==> src/rtl/bb3_pkg.sv <==
// Package for box_blur_3x3_rgb: sizes, register indexes and the queue word.
// Used by every module of the block; depends on nothing.
package bb3_pkg;

  // Geometry limits
  localparam int MAX_WIDTH = 2048;
  localparam int COL_W     = $clog2(MAX_WIDTH);
  localparam int ROW_W     = 12;
  localparam int CFG_W     = 12;
  localparam int PIX_W     = 24;

  // Effective geometry bounds
  localparam logic [CFG_W-1:0] MIN_DIM    = CFG_W'(3);
  localparam logic [CFG_W-1:0] WIDTH_MAX  = CFG_W'(MAX_WIDTH);
  localparam logic [CFG_W-1:0] RST_WIDTH  = CFG_W'(640);
  localparam logic [CFG_W-1:0] RST_HEIGHT = CFG_W'(480);

  // Front to back queue
  localparam int QDEPTH = 4;
  localparam int QPTR_W = $clog2(QDEPTH);
  localparam int QCNT_W = $clog2(QDEPTH + 1);

  // Floor of sum/9 for sums up to 2295: (sum * 7282) >> 16
  localparam int SUM_W    = 12;
  localparam int RECIP_W  = 13;
  localparam logic [RECIP_W-1:0] RECIP9 = RECIP_W'(7282);
  localparam int RECIP_SH = 16;

  // Configuration register indexes
  typedef enum logic [0:0] {
    REG_IMAGE_WIDTH  = 1'b0,
    REG_IMAGE_HEIGHT = 1'b1
  } cfg_reg_t;

  // One pixel word handed from front to back
  typedef struct packed {
    logic [PIX_W-1:0] above2;   // line two up
    logic [PIX_W-1:0] above1;   // line one up
    logic [PIX_W-1:0] pix;      // current pixel
    logic             emit;     // interior pixel: produce a result
    logic [ROW_W-1:0] row;      // center row
    logic [COL_W-1:0] col;      // center column
    logic             eof;      // last interior result of the frame
  } q_word_t;

endpackage

==> src/rtl/bb3_back.sv <==
// Back part of box_blur_3x3_rgb: 3x3 window, per-channel sums,
// divide by nine and the output register. Uses bb3_pkg.
module bb3_back (
  input  logic                       clk,
  input  logic                       rst_n,
  // queue side
  input  logic                       pop_valid,
  input  bb3_pkg::q_word_t           pop_word,
  output logic                       pop,
  // result output
  output logic                       out_valid,
  input  logic                       out_ready,
  output logic [7:0]                 out_mean_blue,
  output logic [7:0]                 out_mean_green,
  output logic [7:0]                 out_mean_red,
  output logic [bb3_pkg::ROW_W-1:0]  out_center_row,
  output logic [bb3_pkg::COL_W-1:0]  out_center_col,
  output logic                       out_end_of_frame
);

  localparam int PROD_W = bb3_pkg::SUM_W + bb3_pkg::RECIP_W;

  logic                      adv;
  logic [bb3_pkg::PIX_W-1:0] win_r [9];

  logic                      b1_v_r, b2_v_r, out_v_r;
  logic [bb3_pkg::ROW_W-1:0] b1_row_r, b2_row_r, out_row_r;
  logic [bb3_pkg::COL_W-1:0] b1_col_r, b2_col_r, out_col_r;
  logic                      b1_eof_r, b2_eof_r, out_eof_r;

  logic [bb3_pkg::SUM_W-1:0] sum     [3];
  logic [bb3_pkg::SUM_W-1:0] b2_sum_r[3];
  logic [PROD_W-1:0]         prod    [3];
  logic [7:0]                mean_r  [3];

  // whole back pipeline moves when the output register is free or drained
  assign adv = !out_v_r || out_ready;
  assign pop = adv && pop_valid;

  // window: row 0 two lines up, row 2 current, column 2 newest
  always_ff @(posedge clk) begin
    if (!rst_n) begin
      for (int i = 0; i < 9; i++) win_r[i] <= '0;
    end else if (pop) begin
      for (int k = 0; k < 3; k++) begin
        win_r[3*k]   <= win_r[3*k+1];
        win_r[3*k+1] <= win_r[3*k+2];
      end
      win_r[2] <= pop_word.above2;
      win_r[5] <= pop_word.above1;
      win_r[8] <= pop_word.pix;
    end
  end

  // nine-sample sum per channel over the current window
  always_comb begin
    for (int ch = 0; ch < 3; ch++) begin
      sum[ch] = '0;
      for (int i = 0; i < 9; i++)
        sum[ch] = sum[ch] + bb3_pkg::SUM_W'(win_r[i][8*ch +: 8]);
    end
  end

  // divide by nine via reciprocal multiply
  always_comb begin
    for (int ch = 0; ch < 3; ch++)
      prod[ch] = PROD_W'(b2_sum_r[ch]) * PROD_W'(bb3_pkg::RECIP9);
  end

  // pipeline valids
  always_ff @(posedge clk) begin
    if (!rst_n) begin
      b1_v_r  <= 1'b0;
      b2_v_r  <= 1'b0;
      out_v_r <= 1'b0;
    end else if (adv) begin
      b1_v_r  <= pop && pop_word.emit;
      b2_v_r  <= b1_v_r;
      out_v_r <= b2_v_r;
    end
  end

  // pipeline payload
  always_ff @(posedge clk) begin
    if (adv) begin
      b1_row_r  <= pop_word.row;
      b1_col_r  <= pop_word.col;
      b1_eof_r  <= pop_word.eof;
      b2_row_r  <= b1_row_r;
      b2_col_r  <= b1_col_r;
      b2_eof_r  <= b1_eof_r;
      out_row_r <= b2_row_r;
      out_col_r <= b2_col_r;
      out_eof_r <= b2_eof_r;
      for (int ch = 0; ch < 3; ch++) begin
        b2_sum_r[ch] <= sum[ch];
        mean_r[ch]   <= prod[ch][bb3_pkg::RECIP_SH +: 8];
      end
    end
  end

  assign out_valid        = out_v_r;
  assign out_mean_blue    = mean_r[0];
  assign out_mean_green   = mean_r[1];
  assign out_mean_red     = mean_r[2];
  assign out_center_row   = out_row_r;
  assign out_center_col   = out_col_r;
  assign out_end_of_frame = out_eof_r;

endmodule

==> config.mk <==
export PLATFORM = sky130hd
export DESIGN_NAME = bb3_back
export DESIGN_NICKNAME = d
export VERILOG_FILES = /design/src/rtl/bb3_pkg.sv /design/src/rtl/bb3_back.sv
export SDC_FILE = /design/constraint.sdc
export NUM_CORES = 1
export LEC_CHECK = 0
export ABC_AREA = 1
export BUFFER_PORTS_ARGS = -buffer_cell sky130_fd_sc_hd__buf_2
export CORE_ASPECT_RATIO = 1.1
export CORE_UTILIZATION = 45
export CTS_CLUSTER_DIAMETER = 200
export DETAILED_ROUTE_END_ITERATION = 8
export PLACE_DENSITY = 0.76
export SKIP_CTS_REPAIR_TIMING = 1
export SYNTH_ARGS = -nofsm -noshare
export SYNTH_HDL_FRONTEND = slang
export SYNTH_SLANG_ARGS = --single-unit
==> constraint.sdc <==
create_clock -name clk -period 7.3 [get_ports clk]
set_input_delay 0.73 -clock clk [delete_from_list [all_inputs] [get_ports clk]]
set_output_delay 0.73 -clock clk [all_outputs]
set_load 0.1 [all_outputs]
==> out/metrics.csv <==
metric;value;unit
syn_area;0.02440;mm^2
cp_max_fo;4;
avgSynthCellArea;10.95;um^2
synth_top_cell_area_share;42.83;%
start_util;45.56;%
grt_pass1_vias;15490;
yosysWarnings;0;
rsz0062_at_grt;false;
ys_dominant_reg_cell;edfxtp_1;
die_w;224.0;um
cts-root-buf;clkbuf_16;
via_per_inst;4.609;
outcome;completed;
drv_slew;0;
synth_cell_types;36;
finalCritPeriodShare;59.65;%
critPathSlowestCell;fa_1;
critPathMaxStageDelay;0.55;ns
die_area;0.05516;mm^2
relSlewSlack;34.09;%
gr-usage-all-layers;16.52;%
core;0.05356;mm^2
grt.overflow.total;0;
placementRows;89;
setup_viol_count_final;0;
dr.pass1.iters;5;
cts_buffers;38;
hold_viol_final;0;
setup_slack;2.945;ns
clkSlewWorstSetupHoldPaths;0.06;ns
cts_tree;yes;
synth_top_cells_by_count;inv_1 (632), edfxtp_1 (348), nor2_1 (275);
synth_enable_flop_cells;348;
hold-path-cell-count;1;
vias;14550;
tightest_slew;0.9886;ns
critPathKind;register to register;
pin_count;151;
drt_wl_total;43.96;mm
reg2regPathDepth;18;
worst_clock_skew;0.01324;ns
gp_congestion;0.8908;
drv_cap;0;
drt_iter0_markers;755;
syn_inst;2229;
crit_arrival;4.67;ns
clockBufferDepth;3;
path_buf_inv;6;
yosysMostFrequentCell;inv_1;
grt_pass1_wl;73.46;mm
critPathRequiredTime;7.61;ns
clock_latency;0.56;ns
wl_per_cell;13.92;um
area_growth;12.01;%
end_kind;register;
place_worst_setup_slack;2.957;ns
yosys-top-cells-area;edfxtp_1 (43%), fa_1 (20%), ha_1 (12%);
htreeDepth;2;
port_buffers;150;
post-dp-hpwl;34.22;mm
grt_antenna_before_repair;0;
fill_cells;4736;
setup_tns;0;ns
n_antenna_cell;0;
max_freq;229.6;MHz
antenna_left;0;
drive_gt1_share;9.592;%
fin_nets;2988;
cp.depth;18;
critPathTopFamily;adder cells;
ys_seq_elements;351;
crit_top_cell;inv_1;
synthArstFlopShare;0;%
finalCriticalPeriod;4.355;ns
drc_errors;0;
path_cells;inv_1, fa_1, inv_1, ha_1, inv_1, fa_1, inv_1, fa_1, inv_1, fa_1, inv_1, ha_1, a21oi_1, o21ai_1, a21boi_1, nand2_1, nand2_1, nand2_1;
die_y;246.2;um
ys_seq_area_share;43.07;%
synth_top_cell_by_area;edfxtp_1;
grt_start_max_net_pins;179;
worstSetupStartpointType;register;
synth_fp_nets;2818;
cts.sinks;351;
hp-class;primary input to register;
cell type report:
cell class / count / area [um^2] / share of cell area [%]
multi-input cells: 1216 / 11320 / 41.42
flip-flops and latches: 351 / 10510 / 38.45
inverters: 639 / 2404 / 8.794
clock buffers: 45 / 1018 / 3.726
well taps: 728 / 910.9 / 3.333
repair buffers: 153 / 785.8 / 2.875
clock inverters: 25 / 382.9 / 1.401
per-layer routing:
metal / vias to the layer above / global-route usage [%] / routed length (um)
li1: 7233 / - / -
met1: 7072 / 21.14 / 19440
met2: 186 / 29.06 / 22230
met3: 60 / 2.516 / 1397
met4: 0 / 4.512 / 894
met5: - / 0 / 0
logic make-up after synthesis:
group                    count (synthesis)  synth area share, %
buffers and inverters                  662                10.63
AND/OR/NAND/NOR                        570                9.445
adder cells (fa/ha/maj)                488                32.68
flip-flops                             351                43.07
AO/OA/AOI/OAI                          124                2.943
XOR/XNOR                                34                1.220
state kept, by name, summed over array words and instances, names as in the netlist, 11 cells and up:
name            count
b2_row_r           12
b1_row_r           12
mean_r             24
out_center_col     11
b2_sum_r           36
out_center_row     12
win_r             216
b2_col_r           11
b1_col_r           11
worst reg2reg max path: cells and delay by family (launching register included):
| family | cells | cell delay, ns |
|---|---|---|
| compound gates | 3 | 0.60 |
| fa+ha+maj | 6 | 2.64 |
| simple gates | 3 | 0.17 |
| flops | 1 | 0.36 |
| buf+inv | 6 | 0.36 |
path summary, 6_finish.rpt:
path              slack (ns)      startpoint           end
setup / recovery        2.95  b2_sum_r[0][1]  mean_r[0][4]
hold / removal          0.35    pop_word[22]  b1_row_r[10]
setup reg to reg        2.95  b2_sum_r[0][1]  mean_r[0][4]
hold reg to reg         0.42     b1_row_r[2]   b2_row_r[2]
through the flow:
| stage | cells | instance area [um^2] | utilization, % | hold slack [ns] |
|---|---|---|---|---|
| final | 3157 | 27330 | 51.03 | 0.3457 |
| after global routing | 3157 | 27330 | 51.03 | 0.3127 |
| after CTS | 3157 | 27330 | 51.03 | 0.3052 |
| after detailed placement | 3087 | 25930 | 48.41 | 0.4045 |
| after global placement | 3087 | 25930 | 48.41 | 0.4005 |
| after floorplan | 2229 | 24400 | - | 0.4003 |
cells in the final DEF (no fill, tap or decap), types with 2 or more instances in the layout:
cell / Yosys / routed
o211ai_1: 2 / 2
clkbuf_8: 0 / 2
nor3b_1: 2 / 2
a31oi_1: 3 / 3
fa_1: 249 / 249
nand3_1: 50 / 50
clkbuf_1: 0 / 4
nand2_1: 213 / 212
nor2_2: 3 / 3
buf_2: 7 / 150
o21a_1: 5 / 5
xor2_1: 24 / 24
clkinv_4: 0 / 2
o31ai_1: 3 / 3
dfxtp_1: 3 / 3
nor4_1: 2 / 2
buf_4: 5 / 2
o21bai_1: 6 / 6
nand4_1: 13 / 13
a21oi_1: 67 / 67
a21o_1: 15 / 15
clkbuf_16: 0 / 39
or2_2: 3 / 3
nor2_1: 275 / 275
bufinv_16: 0 / 9
o21ai_1: 8 / 8
nand2_8: 0 / 2
xnor2_1: 10 / 10
a21boi_1: 5 / 5
inv_1: 632 / 632
clkinv_1: 0 / 5
ha_1: 239 / 239
edfxtp_1: 348 / 348
clkinv_2: 0 / 4
inv_2: 7 / 6
inv_6: 0 / 3
nor3_1: 4 / 4
o21ai_0: 9 / 9
Power is not shown: default switching activity piles up to over one toggle a cycle in this logic, so the estimate is an artifact.
