[config.mk]
export PLATFORM = sky130hd
export DESIGN_NAME = bb3_fifo
export DESIGN_NICKNAME = d
export VERILOG_FILES = /design/src/rtl/bb3_pkg.sv /design/src/rtl/bb3_fifo.sv
export SDC_FILE = /design/constraint.sdc
export NUM_CORES = 1
export LEC_CHECK = 0
export BUFFER_PORTS_ARGS = -buffer_cell sky130_fd_sc_hd__buf_2
export CAP_MARGIN = 10
export CORE_UTILIZATION = 50
export CTS_BUF_LIST = sky130_fd_sc_hd__clkbuf_16
export CTS_CLUSTER_SIZE = 20
export DETAILED_ROUTE_END_ITERATION = 8
export GPL_ROUTABILITY_DRIVEN = 0
export PLACE_DENSITY_LB_ADDON = 0.2
export SYNTH_ARGS = -nofsm -noshare
export SYNTH_HDL_FRONTEND = slang
export SYNTH_SLANG_ARGS = --single-unit
[constraint.sdc]
create_clock -name clk -period 4.58 [get_ports clk]
set_clock_uncertainty 0.05 [all_clocks]
set_input_delay 0.916 -clock clk [delete_from_list [all_inputs] [get_ports clk]]
set_output_delay 0.916 -clock clk [all_outputs]
set_load 0.02 [all_outputs]
[src/rtl/bb3_pkg.sv]
// Package for box_blur_3x3_rgb: sizes, register indexes and the queue word.
// Used by every module of the block; depends on nothing.
package bb3_pkg;

  // Geometry limits
  localparam int MAX_WIDTH = 2048;
  localparam int COL_W     = $clog2(MAX_WIDTH);
  localparam int ROW_W     = 12;
  localparam int CFG_W     = 12;
  localparam int PIX_W     = 24;

  // Effective geometry bounds
  localparam logic [CFG_W-1:0] MIN_DIM    = CFG_W'(3);
  localparam logic [CFG_W-1:0] WIDTH_MAX  = CFG_W'(MAX_WIDTH);
  localparam logic [CFG_W-1:0] RST_WIDTH  = CFG_W'(640);
  localparam logic [CFG_W-1:0] RST_HEIGHT = CFG_W'(480);

  // Front to back queue
  localparam int QDEPTH = 4;
  localparam int QPTR_W = $clog2(QDEPTH);
  localparam int QCNT_W = $clog2(QDEPTH + 1);

  // Floor of sum/9 for sums up to 2295: (sum * 7282) >> 16
  localparam int SUM_W    = 12;
  localparam int RECIP_W  = 13;
  localparam logic [RECIP_W-1:0] RECIP9 = RECIP_W'(7282);
  localparam int RECIP_SH = 16;

  // Configuration register indexes
  typedef enum logic [0:0] {
    REG_IMAGE_WIDTH  = 1'b0,
    REG_IMAGE_HEIGHT = 1'b1
  } cfg_reg_t;

  // One pixel word handed from front to back
  typedef struct packed {
    logic [PIX_W-1:0] above2;   // line two up
    logic [PIX_W-1:0] above1;   // line one up
    logic [PIX_W-1:0] pix;      // current pixel
    logic             emit;     // interior pixel: produce a result
    logic [ROW_W-1:0] row;      // center row
    logic [COL_W-1:0] col;      // center column
    logic             eof;      // last interior result of the frame
  } q_word_t;

endpackage

[src/rtl/bb3_fifo.sv]
// Short queue between front and back of box_blur_3x3_rgb.
// Holds bb3_pkg::q_word_t words; depth from bb3_pkg::QDEPTH.
module bb3_fifo (
  input  logic                        clk,
  input  logic                        rst_n,
  input  logic                        push_valid,
  input  bb3_pkg::q_word_t            push_word,
  input  logic                        pop,
  output logic                        pop_valid,
  output bb3_pkg::q_word_t            pop_word,
  output logic [bb3_pkg::QCNT_W-1:0]  count
);

  bb3_pkg::q_word_t                 slot_r [bb3_pkg::QDEPTH];
  logic [bb3_pkg::QPTR_W-1:0]       wr_ptr_r, rd_ptr_r;
  logic [bb3_pkg::QCNT_W-1:0]       cnt_r;
  logic                             do_pop;

  assign do_pop    = pop & (cnt_r != '0);
  assign pop_valid = (cnt_r != '0);
  assign pop_word  = slot_r[rd_ptr_r];
  assign count     = cnt_r;

  // pointers and fill count; the front never pushes into a full queue
  always_ff @(posedge clk) begin
    if (!rst_n) begin
      wr_ptr_r <= '0;
      rd_ptr_r <= '0;
      cnt_r    <= '0;
    end else begin
      if (push_valid) wr_ptr_r <= wr_ptr_r + bb3_pkg::QPTR_W'(1);
      if (do_pop)     rd_ptr_r <= rd_ptr_r + bb3_pkg::QPTR_W'(1);
      cnt_r <= cnt_r + bb3_pkg::QCNT_W'(push_valid) - bb3_pkg::QCNT_W'(do_pop);
    end
  end

  // storage
  always_ff @(posedge clk) begin
    if (push_valid) slot_r[wr_ptr_r] <= push_word;
  end

endmodule

==> implementation parameters, run 1 <==
Parameter                              Value

Outcome
  Result of the run    complete, no violations

Floorplan
  Number of top-level pins    202
  Core Footprint    28,100 µm²
  Initial core utilization    51.5%
  Floorplan die height    172 µm
  Row Count    61
  Overall die width    172 µm
  Die ar.    29,600 µm²

Setup path
  Data required time of the critical path    approximately 3.6 ns
  Cell-by-cell trace of the critical path    buf_12 > mux4_2 > buf_2
  Slowest cell on the critical path    sky130_fd_sc_hd__dfxtp_4
  Slowest stage delay, CP    about 0.88 ns
  Worst setup path class    reg2out
  Element type at the critical path end    output pin
  Crit path launch type    register
  Data arrival time of the worst path    about 2.4 ns
  Worst-path fanout max    52

CTS
  CTS Buf Count    40
  Setup repair bufs after CTS    0
  CTS Buffer Depth    3
  Clock-pin slew reported for the worst setup and hold paths after clock tree synthesis    0.06 ns
  Count of clock tree sinks    397
  Post-cts sizing count    0
  CTS H-tree depth    2
  Skew-Pair Late Insertion Delay    0.51 ns
  TritonCTS clock tree    yes
  Clock Tree Root    sky130_fd_sc_hd__clkbuf_16
  Count of hold-fix buffers inserted at cts    0

STA
  Unrepaired setup endpoints after global routing    no
  Hold Vio Cnt, Final    0
  Total Negative Setup Slacks    0 ns
  Post-route worst setup slack    approximately 1.3 ns
  Slew of the pin with the lowest slew margin    0.822 ns
  Maximum achievable frequency    301 MHz
  Final worst path period need    3.33 ns
  Post-Route Hold Slack    0.436 ns
  Total of endpoints with negative setup slack in the final report    0
  Final period utilization    72.6%
  Slew Limit Headroom    45.2%
  Final Max Tran Viols    0

Detailed routing
  Topmost layer with routed signal wires    met5
  Violation count after the first detailed-route iteration    552
  Routed WL per cell    approximately 22 µm
  Via total after detailed routing    6,502
  Routed via count divided by cell count    5.47
  Amount of wire on met3 after detailed routing    slightly above 2000 µm
  Wire length on met2    13,000 µm
  Detailed-routing wirelength on met1    around 10,000 µm
  Pre-antenna DRT Iters    5
  Remaining antenna violation count after routing    0
  Final WL    approximately 26,000 µm
  Number of DRC violations after detailed routing    0

Placed design
  Worst-case setup slack after placement    1.71 ns
  Detail Placement HPWL    roughly 15,000 µm
  Count of buffers inserted at the top-level ports    201
  Post-placement cell count    ~1,100
  Total placed instance area    15,900 µm²

Finish
  Area Growth Syn to Fin    18.4%
  Final design instance area without fill    17,100 µm²
  Number of non-filler instances in the completed layout    1,189
  Fraction of final layout cells sized beyond drive strength 1    44.7%
  Util after Layout    60.9%
  # nets final    887
  Filler cells    2,002

Pwr
  Internal power consumption    ~6.6 mW
  Gate power share    19.2%
  Switching power as a share of total power    roughly 26%
  Clock network fraction of total power    32.6%
  P per Cell Area    521 nW/µm²
  Sequential fraction of design power    48.2%
  Peak supply drop    around 0.00033 V
  Design Power    8.91 mW
  Net switching power of the design    around 2.3 mW
  Leakage power    about 5.8 nW

Synth
  Post-Synthesis Mean Instance Area    around 26 µm²
  Cell count after synthesis    551
  Count of unique library cells instantiated by Yosys    20
  Net count of the mapped netlist    ~660
  Sequential cell area fraction in the yosys report    81.9%
  Biggest area consumer among synthesized cells    sky130_fd_sc_hd__edfxtp_1
  Synth warnings    0
  Post-synthesis instance area    14,500 µm²
  Top cells by area, synth    sky130_fd_sc_hd__edfxtp_1, sky130_fd_sc_hd__mux4_2, sky130_fd_sc_hd__dfxtp_1
  Share of the synthesized area in the top cell type    80.6%
  FF+latch count, synth    397

Job
  Max_cap viols    0

GRT
  First-pass GRT wire length    39,400 µm
  Congestion Overflow GR    0
  Antenna violations before repair    7
  Largest net degree at the start of global routing    60
  Total global routing track utilization    18.0%
  Vias in the first global route    ~7,000

Min path
  Path category of the worst min-delay check    reg2reg
power by group through the flow:
stage | logic, mW | registers (mW) | clock network (mW)
final | 1.71 | 4.30 | 2.90
after global placement | 1.72 | 4.36 | 0
after floorplan | 1.27 | 4.32 | 0
after global routing | 1.84 | 4.32 | 3.10
after CTS | 1.75 | 4.30 | 2.97
after detailed placement | 1.74 | 4.38 | 0
cell usage after synthesis, drive strengths merged:
cell type,instances
nand2b,2
o311ai,1
fa,1
nor2b,1
buf,16
edfxtp,388
or3,1
mux4,97
xor2,1
o31a,1
clkbuf,6
inv,6
mux2i,4
ha,6
xnor3,1
and2,8
nand2,2
dfxtp,9
layer usage:
layer	global-route usage, %	vias to the layer above
li1	-	2834
met3	4.92	38
met2	30.7	216
met1	22.9	3408
met4	4.77	6
met5	0	-
critical path: cells and delay by family (launching register included):
kind	cells	cell delay, ns
muxes	1	0.38
buffers and inverters	2	0.54
DFF	1	0.88
final cells by class:
type,instances,area (µm²),area share [%]
antenna,4,10.0,0.0585
clock buffer,41,1030,6.00
clock inverter,29,145,0.848
inverter,6,22.5,0.132
multi-input combinational,126,2460,14.4
sequential,397,11800,69.2
tap,378,473,2.76
timing repair buffer,208,1130,6.63
worst paths after layout:
path	startpoint	end	slack (ns)	depth (start not counted)
setup / recovery	register	pop_word[71]	1.25	3
hold / removal	rd_ptr_r[1]	register	0.44	2
setup reg to reg	count[1]	count[2]	2.42	7
hold reg to reg	rd_ptr_r[1]	register	0.44	2
layout by cell type (no fill, tap or decap), drive strengths merged:
master / n
and2: 8
o31a: 1
nand2b: 2
nor2b: 1
diode: 4
clkbuf: 41
edfxtp: 388
bufinv: 1
buf: 208
xor2: 1
or3: 1
inv: 15
fa: 1
o311ai: 1
mux4: 97
xnor3: 1
dfxtp: 9
nand2: 2
mux2i: 4
ha: 6
clkinv: 19
cell families after synthesis:
group                      share of synthesized area [%]
adders and majority gates                          0.658
xor gates and xnor gates                           0.216
muxes                                               15.4
and+or+nand+nor                                    0.571
DFF                                                 81.9
buffers and inverters                               1.19
AOI/OAI and AO/OA                                  0.121
state kept, by name (all words and copies together), names as in the netlist, named ones only:
register	count
count	3
rd_ptr_r	2
wr_ptr_r	2
slot_r	388
(Power assumes the default switching activity.)
==> run 2: changes to the inputs <==
- clock period: 4.58 -> 3.3 ns (I/O delays scaled with it)
==> implementation parameters, run 2 (synthesis results as in run 1) <==
Parameter                              Value

Outcome
  Result of the run    complete, no violations

STA
  Unrepaired setup endpoints after global routing    no
  Final worst path period need    between 3 and 4 ns
  Total Negative Setup Slacks    0 ns (unchanged)
  Final Max Tran Viols    0 (unchanged)
  Slew of the pin with the lowest slew margin    0.729 ns (-0.0932 ns)
  Maximum achievable frequency    333 MHz
  Hold Vio Cnt, Final    0 (unchanged)
  Total of endpoints with negative setup slack in the final report    0 (unchanged)
  Post-Route Hold Slack    0.314 ns (-0.122 ns)
  Slew Limit Headroom    50.8% (+5.6 points)
  Post-route worst setup slack    0.295 ns (-0.960 ns)
  Final period utilization    91.1%

GRT
  Most Used Layer, Global Route    met2
  Met1 Resource Use GR    24.4% (+1.5 points)
  Vias in the first global route    7,005 (-0.50%)
  First-pass GRT wire length    40,000 µm (+1.6%)
  Grt met3 use    5.52% (+0.60 points)
  Congestion Overflow GR    0 (unchanged)
  Antenna violations before repair    6 (-1)
  Global Route met2 Usage    30.2% (-0.47 points)
  Largest net degree at the start of global routing    48 (-20%)
  Total global routing track utilization    18.4% (+0.42 points)

Setup path
  Worst setup path class    reg2out
  Element type at the critical path end    output pin
  Slowest cell on the critical path    sky130_fd_sc_hd__dfxtp_4
  Worst-path fanout max    21 (-60%)
  Data arrival time of the worst path    2.29 ns (-0.07 ns)
  Slowest stage delay, CP    0.64 ns (-0.24 ns)
  Data required time of the critical path    2.59 ns (-1.02 ns)
  Cell-by-cell trace of the critical path    buf_4 > mux4_2 > buf_2
  Crit path launch type    register

Floorplan
  Core Footprint    28,100 µm² (unchanged)
  Number of top-level pins    202 (unchanged)
  Die ar.    29,600 µm² (unchanged)
  Initial core utilization    51.5% (unchanged)
  Floorplan die height    172 µm (unchanged)
  Row Count    61 (unchanged)
  Overall die width    172 µm (unchanged)

CTS
  Clock-pin slew reported for the worst setup and hold paths after clock tree synthesis    0.06 ns (about the same)
  Post-cts sizing count    0 (unchanged)
  Skew-Pair Late Insertion Delay    0.51 ns (about the same)
  Count of hold-fix buffers inserted at cts    0 (unchanged)
  TritonCTS clock tree    yes
  CTS Buf Count    40 (unchanged)
  CTS H-tree depth    2 (unchanged)
  Clock Tree Root    sky130_fd_sc_hd__clkbuf_16
  CTS Buffer Depth    3 (unchanged)
  Setup repair bufs after CTS    0 (unchanged)
  Count of clock tree sinks    397 (unchanged)

Finish
  Top library cells by usage in the layout, fill and taps aside    sky130_fd_sc_hd__edfxtp_1, sky130_fd_sc_hd__buf_2, sky130_fd_sc_hd__mux4_2
  Final design instance area without fill    17,300 µm² (+1.1%)
  Area Growth Syn to Fin    19.6%
  Largest register by flop count    slot_r
  # nets final    900 (+1.5%)
  Util after Layout    61.6% (+0.64 points)
  Leading cell type in the layout, fill and taps excluded    sky130_fd_sc_hd__edfxtp_1
  Number of flip-flops in the largest register    388 (unchanged)
  Number of non-filler instances in the completed layout    1,203 (+1.2%)
  Fraction of final layout cells sized beyond drive strength 1    45.4% (+0.64 points)

Detailed routing
  Final WL    26,600 µm (+2.6%)
  Routed via count divided by cell count    5.41 (-1.1%)
  Pre-antenna DRT Iters    5 (unchanged)
  Via total after detailed routing    6,505 (+0.046%)
  Violation count after the first detailed-route iteration    512 (-7.2%)
  Routed WL per cell    22.1 µm (+1.4%)
  Remaining antenna violation count after routing    0 (unchanged)
  Number of DRC violations after detailed routing    0 (unchanged)

Placed design
  Worst-case setup slack after placement    0.762 ns (-0.947 ns)
  Post-placement cell count    1,128 (+1.2%)
  Total placed instance area    16,100 µm² (+0.93%)
  Detail Placement HPWL    16,600 µm (+7.9%)
  Count of buffers inserted at the top-level ports    201 (unchanged)

Pwr
  Internal power consumption    9.32 mW (+41%)
  Design Power    12.5 mW (+41%)
  P per Cell Area    726 nW/µm² (+39%)
  Gate power share    19.5% (+0.3 points)
  Switching power as a share of total power    25.8% (-0.036 points)
  Clock network fraction of total power    33.0% (+0.4 points)
  Net switching power of the design    3.23 mW (+41%)
  Peak supply drop    0.000407 V (+25%)
  Leakage power    5.90 nW (+2.1%)
  Sequential fraction of design power    47.6% (-0.6 points)

Job
  Max_cap viols    0 (unchanged)

Min path
  Path category of the worst min-delay check    in2reg
[run 2: cell types whose count changed in the layout (fill, tap and decap cells not counted)]
cell,previous run,this run
sky130_fd_sc_hd__buf_12,6,10
sky130_fd_sc_hd__buf_4,1,10
sky130_fd_sc_hd__bufinv_16,1,2
sky130_fd_sc_hd__clkinv_1,11,6
sky130_fd_sc_hd__clkinv_2,8,5
sky130_fd_sc_hd__clkinv_4,0,1
sky130_fd_sc_hd__diode_2,4,3
sky130_fd_sc_hd__inv_1,15,23
[run 2: layer usage]
metal	up-vias	share of wire, %
li1	2865	-
met1	3391	41
met2	200	49
met3	43	7.9
met4	6	1.7
met5	-	0.12
[run 2: worst paths after layout]
| path | startpoint | endpoint | slack (ns) | cells past startpoint |
|---|---|---|---|---|
| max | register | pop_word[39] | 0.30 | 3 |
| min | push_word[41] | slot_r[0][41] | 0.31 | 1 |
| max reg2reg | count[1] | count[2] | 1.09 | 7 |
| min reg2reg | rd_ptr_r[1] | register | 0.43 | 2 |
[run 2: cell type report]
class / count / area (µm²)
flip-flops and latches: 397 / 11800
fillers: 2040 / 10800
multi-input cells: 126 / 2460
repair buffers: 221 / 1280
clock buffers: 41 / 1030
well taps: 378 / 473
clock inverters: 31 / 180
inverters: 6 / 22.5
diodes: 3 / 7.51
[run 2: worst max-delay path: cells and delay by family (launching register included)]
family / cells / cell delay, ns
muxes: 1 / 0.57
buffers and inverters: 2 / 0.57
DFF: 1 / 0.64
[run 2: power groups by stage]
stage	combinational, mW	clock [mW]	sequential (mW)
finish	2.44	4.14	5.97
global route	2.62	4.40	6.00
CTS	2.50	4.21	5.98
detailed placement	2.49	0	6.09
global placement	2.45	0	6.06
floorplan	1.76	0	5.99
==> run 3: changes to the inputs <==
- CORE_UTILIZATION: 50 -> 57
- CTS_BUF_LIST: sky130_fd_sc_hd__clkbuf_16 -> unset
==> implementation parameters, run 3 (synthesis results as in run 1) <==
Parameter                              Value

Finish
  Fraction of final layout cells sized beyond drive strength 1    45.3% (about the same)
  Largest register by flop count    slot_r
  # nets final    895 (-0.56%)
  Area Growth Syn to Fin    18.6%
  Top library cells by usage in the layout, fill and taps aside    sky130_fd_sc_hd__edfxtp_1, sky130_fd_sc_hd__buf_2, sky130_fd_sc_hd__mux4_2
  Leading cell type in the layout, fill and taps excluded    sky130_fd_sc_hd__edfxtp_1
  Number of flip-flops in the largest register    388 (unchanged)
  Util after Layout    69.7% (+8.1 points)

CTS
  TritonCTS clock tree    yes
  CTS H-tree depth    2 (unchanged)
  Clock-pin slew reported for the worst setup and hold paths after clock tree synthesis    0.06 ns (about the same)
  Count of hold-fix buffers inserted at cts    0 (unchanged)
  CTS Buffer Depth    3 (unchanged)
  Skew-Pair Late Insertion Delay    0.50 ns (about the same)
  Count of clock tree sinks    397 (unchanged)
  Post-cts sizing count    0 (unchanged)
  CTS Buf Count    39 (-2.5%)
  Setup repair bufs after CTS    0 (unchanged)
  Clock Tree Root    sky130_fd_sc_hd__clkbuf_16

Setup path
  Cell-by-cell trace of the critical path    buf_12 > mux4_2 > buf_2
  Data required time of the critical path    2.59 ns (about the same)
  Slowest stage delay, CP    0.58 ns (-0.06 ns)
  Minimum setup slack among reg-to-reg paths    1.16 ns (+0.07 ns)
  Worst Reg-to-Reg Cells    7 (unchanged)
  Slowest cell on the critical path    sky130_fd_sc_hd__mux4_2
  Data arrival time of the worst path    2.21 ns (-0.08 ns)
  Capture point of the worst reg-to-reg path    count[2]
  Worst-path fanout max    45 (+110%)
  Crit path launch type    register
  Worst setup path class    reg2out
  Worst r2r src    count[1]
  Largest delay share family, worst path    multiplexers
  Sum of buffers and inverters on the critical path    2 (unchanged)
  Element type at the critical path end    output pin

Pwr
  P per Cell Area    726 nW/µm² (about the same)
  Leakage power    5.80 nW (-1.7%)
  Peak supply drop    0.000602 V (+48%)

GRT
  Total global routing track utilization    20.3% (+1.8 points)
  Global Route met2 Usage    34.3% (+4.0 points)
  Congestion Overflow GR    0 (unchanged)
  Vias in the first global route    6,890 (-1.6%)
  Met1 Resource Use GR    26.5% (+2.1 points)
  Largest net degree at the start of global routing    60 (+25%)
  Most Used Layer, Global Route    met2
  Antenna violations before repair    6 (unchanged)
  Grt met3 use    5.39% (-0.12 points)
  First-pass GRT wire length    39,100 µm (-2.3%)

Floorplan
  Initial core utilization    58.7% (+7.3 points)
  Overall die width    161 µm (-6.3%)
  Core Footprint    24,600 µm² (-12%)
  Floorplan die height    161 µm (-6.3%)
  Number of top-level pins    202 (unchanged)
  Die ar.    26,000 µm² (-12%)
  Row Count    57 (-6.6%)

Detailed routing
  Routed via count divided by cell count    5.73 (+5.9%)
  Final WL    25,700 µm (-3.3%)
  Number of DRC violations after detailed routing    0 (unchanged)
  Pre-antenna DRT Iters    7 (+2)
  Violation count after the first detailed-route iteration    351 (-31%)
  Remaining antenna violation count after routing    0 (unchanged)
  Via total after detailed routing    6,541 (+0.55%)
  Routed WL per cell    22.5 µm (+1.9%)

STA
  Final Max Tran Viols    0 (unchanged)
  Slew Limit Headroom    57.9% (+7.1 points)
  Total of endpoints with negative setup slack in the final report    0 (unchanged)
  Final worst path period need    2.92 ns (-0.0852 ns)
  Total Negative Setup Slacks    0 ns (unchanged)
  Final period utilization    88.5% (-2.6 points)
  Hold Vio Cnt, Final    0 (unchanged)
  Slew of the pin with the lowest slew margin    0.623 ns (-0.106 ns)
  Maximum achievable frequency    343 MHz (+2.9%)
  Unrepaired setup endpoints after global routing    no

Outcome
  Result of the run    complete, no violations

Min path
  Path category of the worst min-delay check    in2reg
  Start point of the worst hold path    push_word[44]
  Number of cells on the worst hold path    1 (unchanged)
  Endpoint, Worst Hold    slot_r[0][44]

Placed design
  Count of buffers inserted at the top-level ports    201 (unchanged)
  Detail Placement HPWL    15,600 µm (-6.3%)

Job
  Max_cap viols    0 (unchanged)
-- run 3: layout make-up --
| type | instances | area, µm² |
|---|---|---|
| flip-flops and latches | 397 | 11800 |
| fillers | 1516 | 7460 |
| multi-input cells | 126 | 2460 |
| repair buffers | 217 | 1210 |
| clock buffers | 59 | 1120 |
| well taps | 324 | 405 |
| clock inverters | 11 | 73.8 |
| inverters | 6 | 22.5 |
| diodes | 2 | 5.00 |
-- run 3: worst max path at each step --
stage                from            to  cells after the start  slack [ns]
6_report         register  pop_word[76]                      3        0.38
3_3_place_gp     register  pop_word[76]                      3        0.87
2_1_floorplan  push_valid  slot_r[1][0]                      1        0.95
3_5_place_dp     register  pop_word[76]                      3        0.87
4_1_cts          register  pop_word[76]                      3        0.32
5_1_grt          register  pop_word[76]                      3        0.26
-- run 3: layer usage --
layer  part of all wire [%]  vias to the layer above
li1                       -                     2849
met1                     40                     3429
met2                     51                      211
met3                    6.9                       44
met4                    1.7                        8
met5                   0.22                        -
-- run 3: metrics by stage --
stage	setup slack (ns)	cells	power, mW	hold WS (ns)	instance area (µm²)
2_1_floorplan	0.948	551	7.75	0.399	14500
3_3_place_gp	0.869	1070	8.45	0.396	15900
3_5_place_dp	0.872	1070	8.51	0.422	15900
4_1_cts	0.320	1140	12.6	0.292	17100
5_1_grt	0.258	1141	12.9	0.286	17100
6_report	0.380	1142	12.5	0.316	17100
-- run 3: report_power, final --
group / switching (mW) / internal, mW / total [mW]
combinational: 1.33 / 1.07 / 2.40
sequential: 0.139 / 5.81 / 5.95
clock: 1.68 / 2.42 / 4.10
total: 3.15 / 9.31 / 12.5
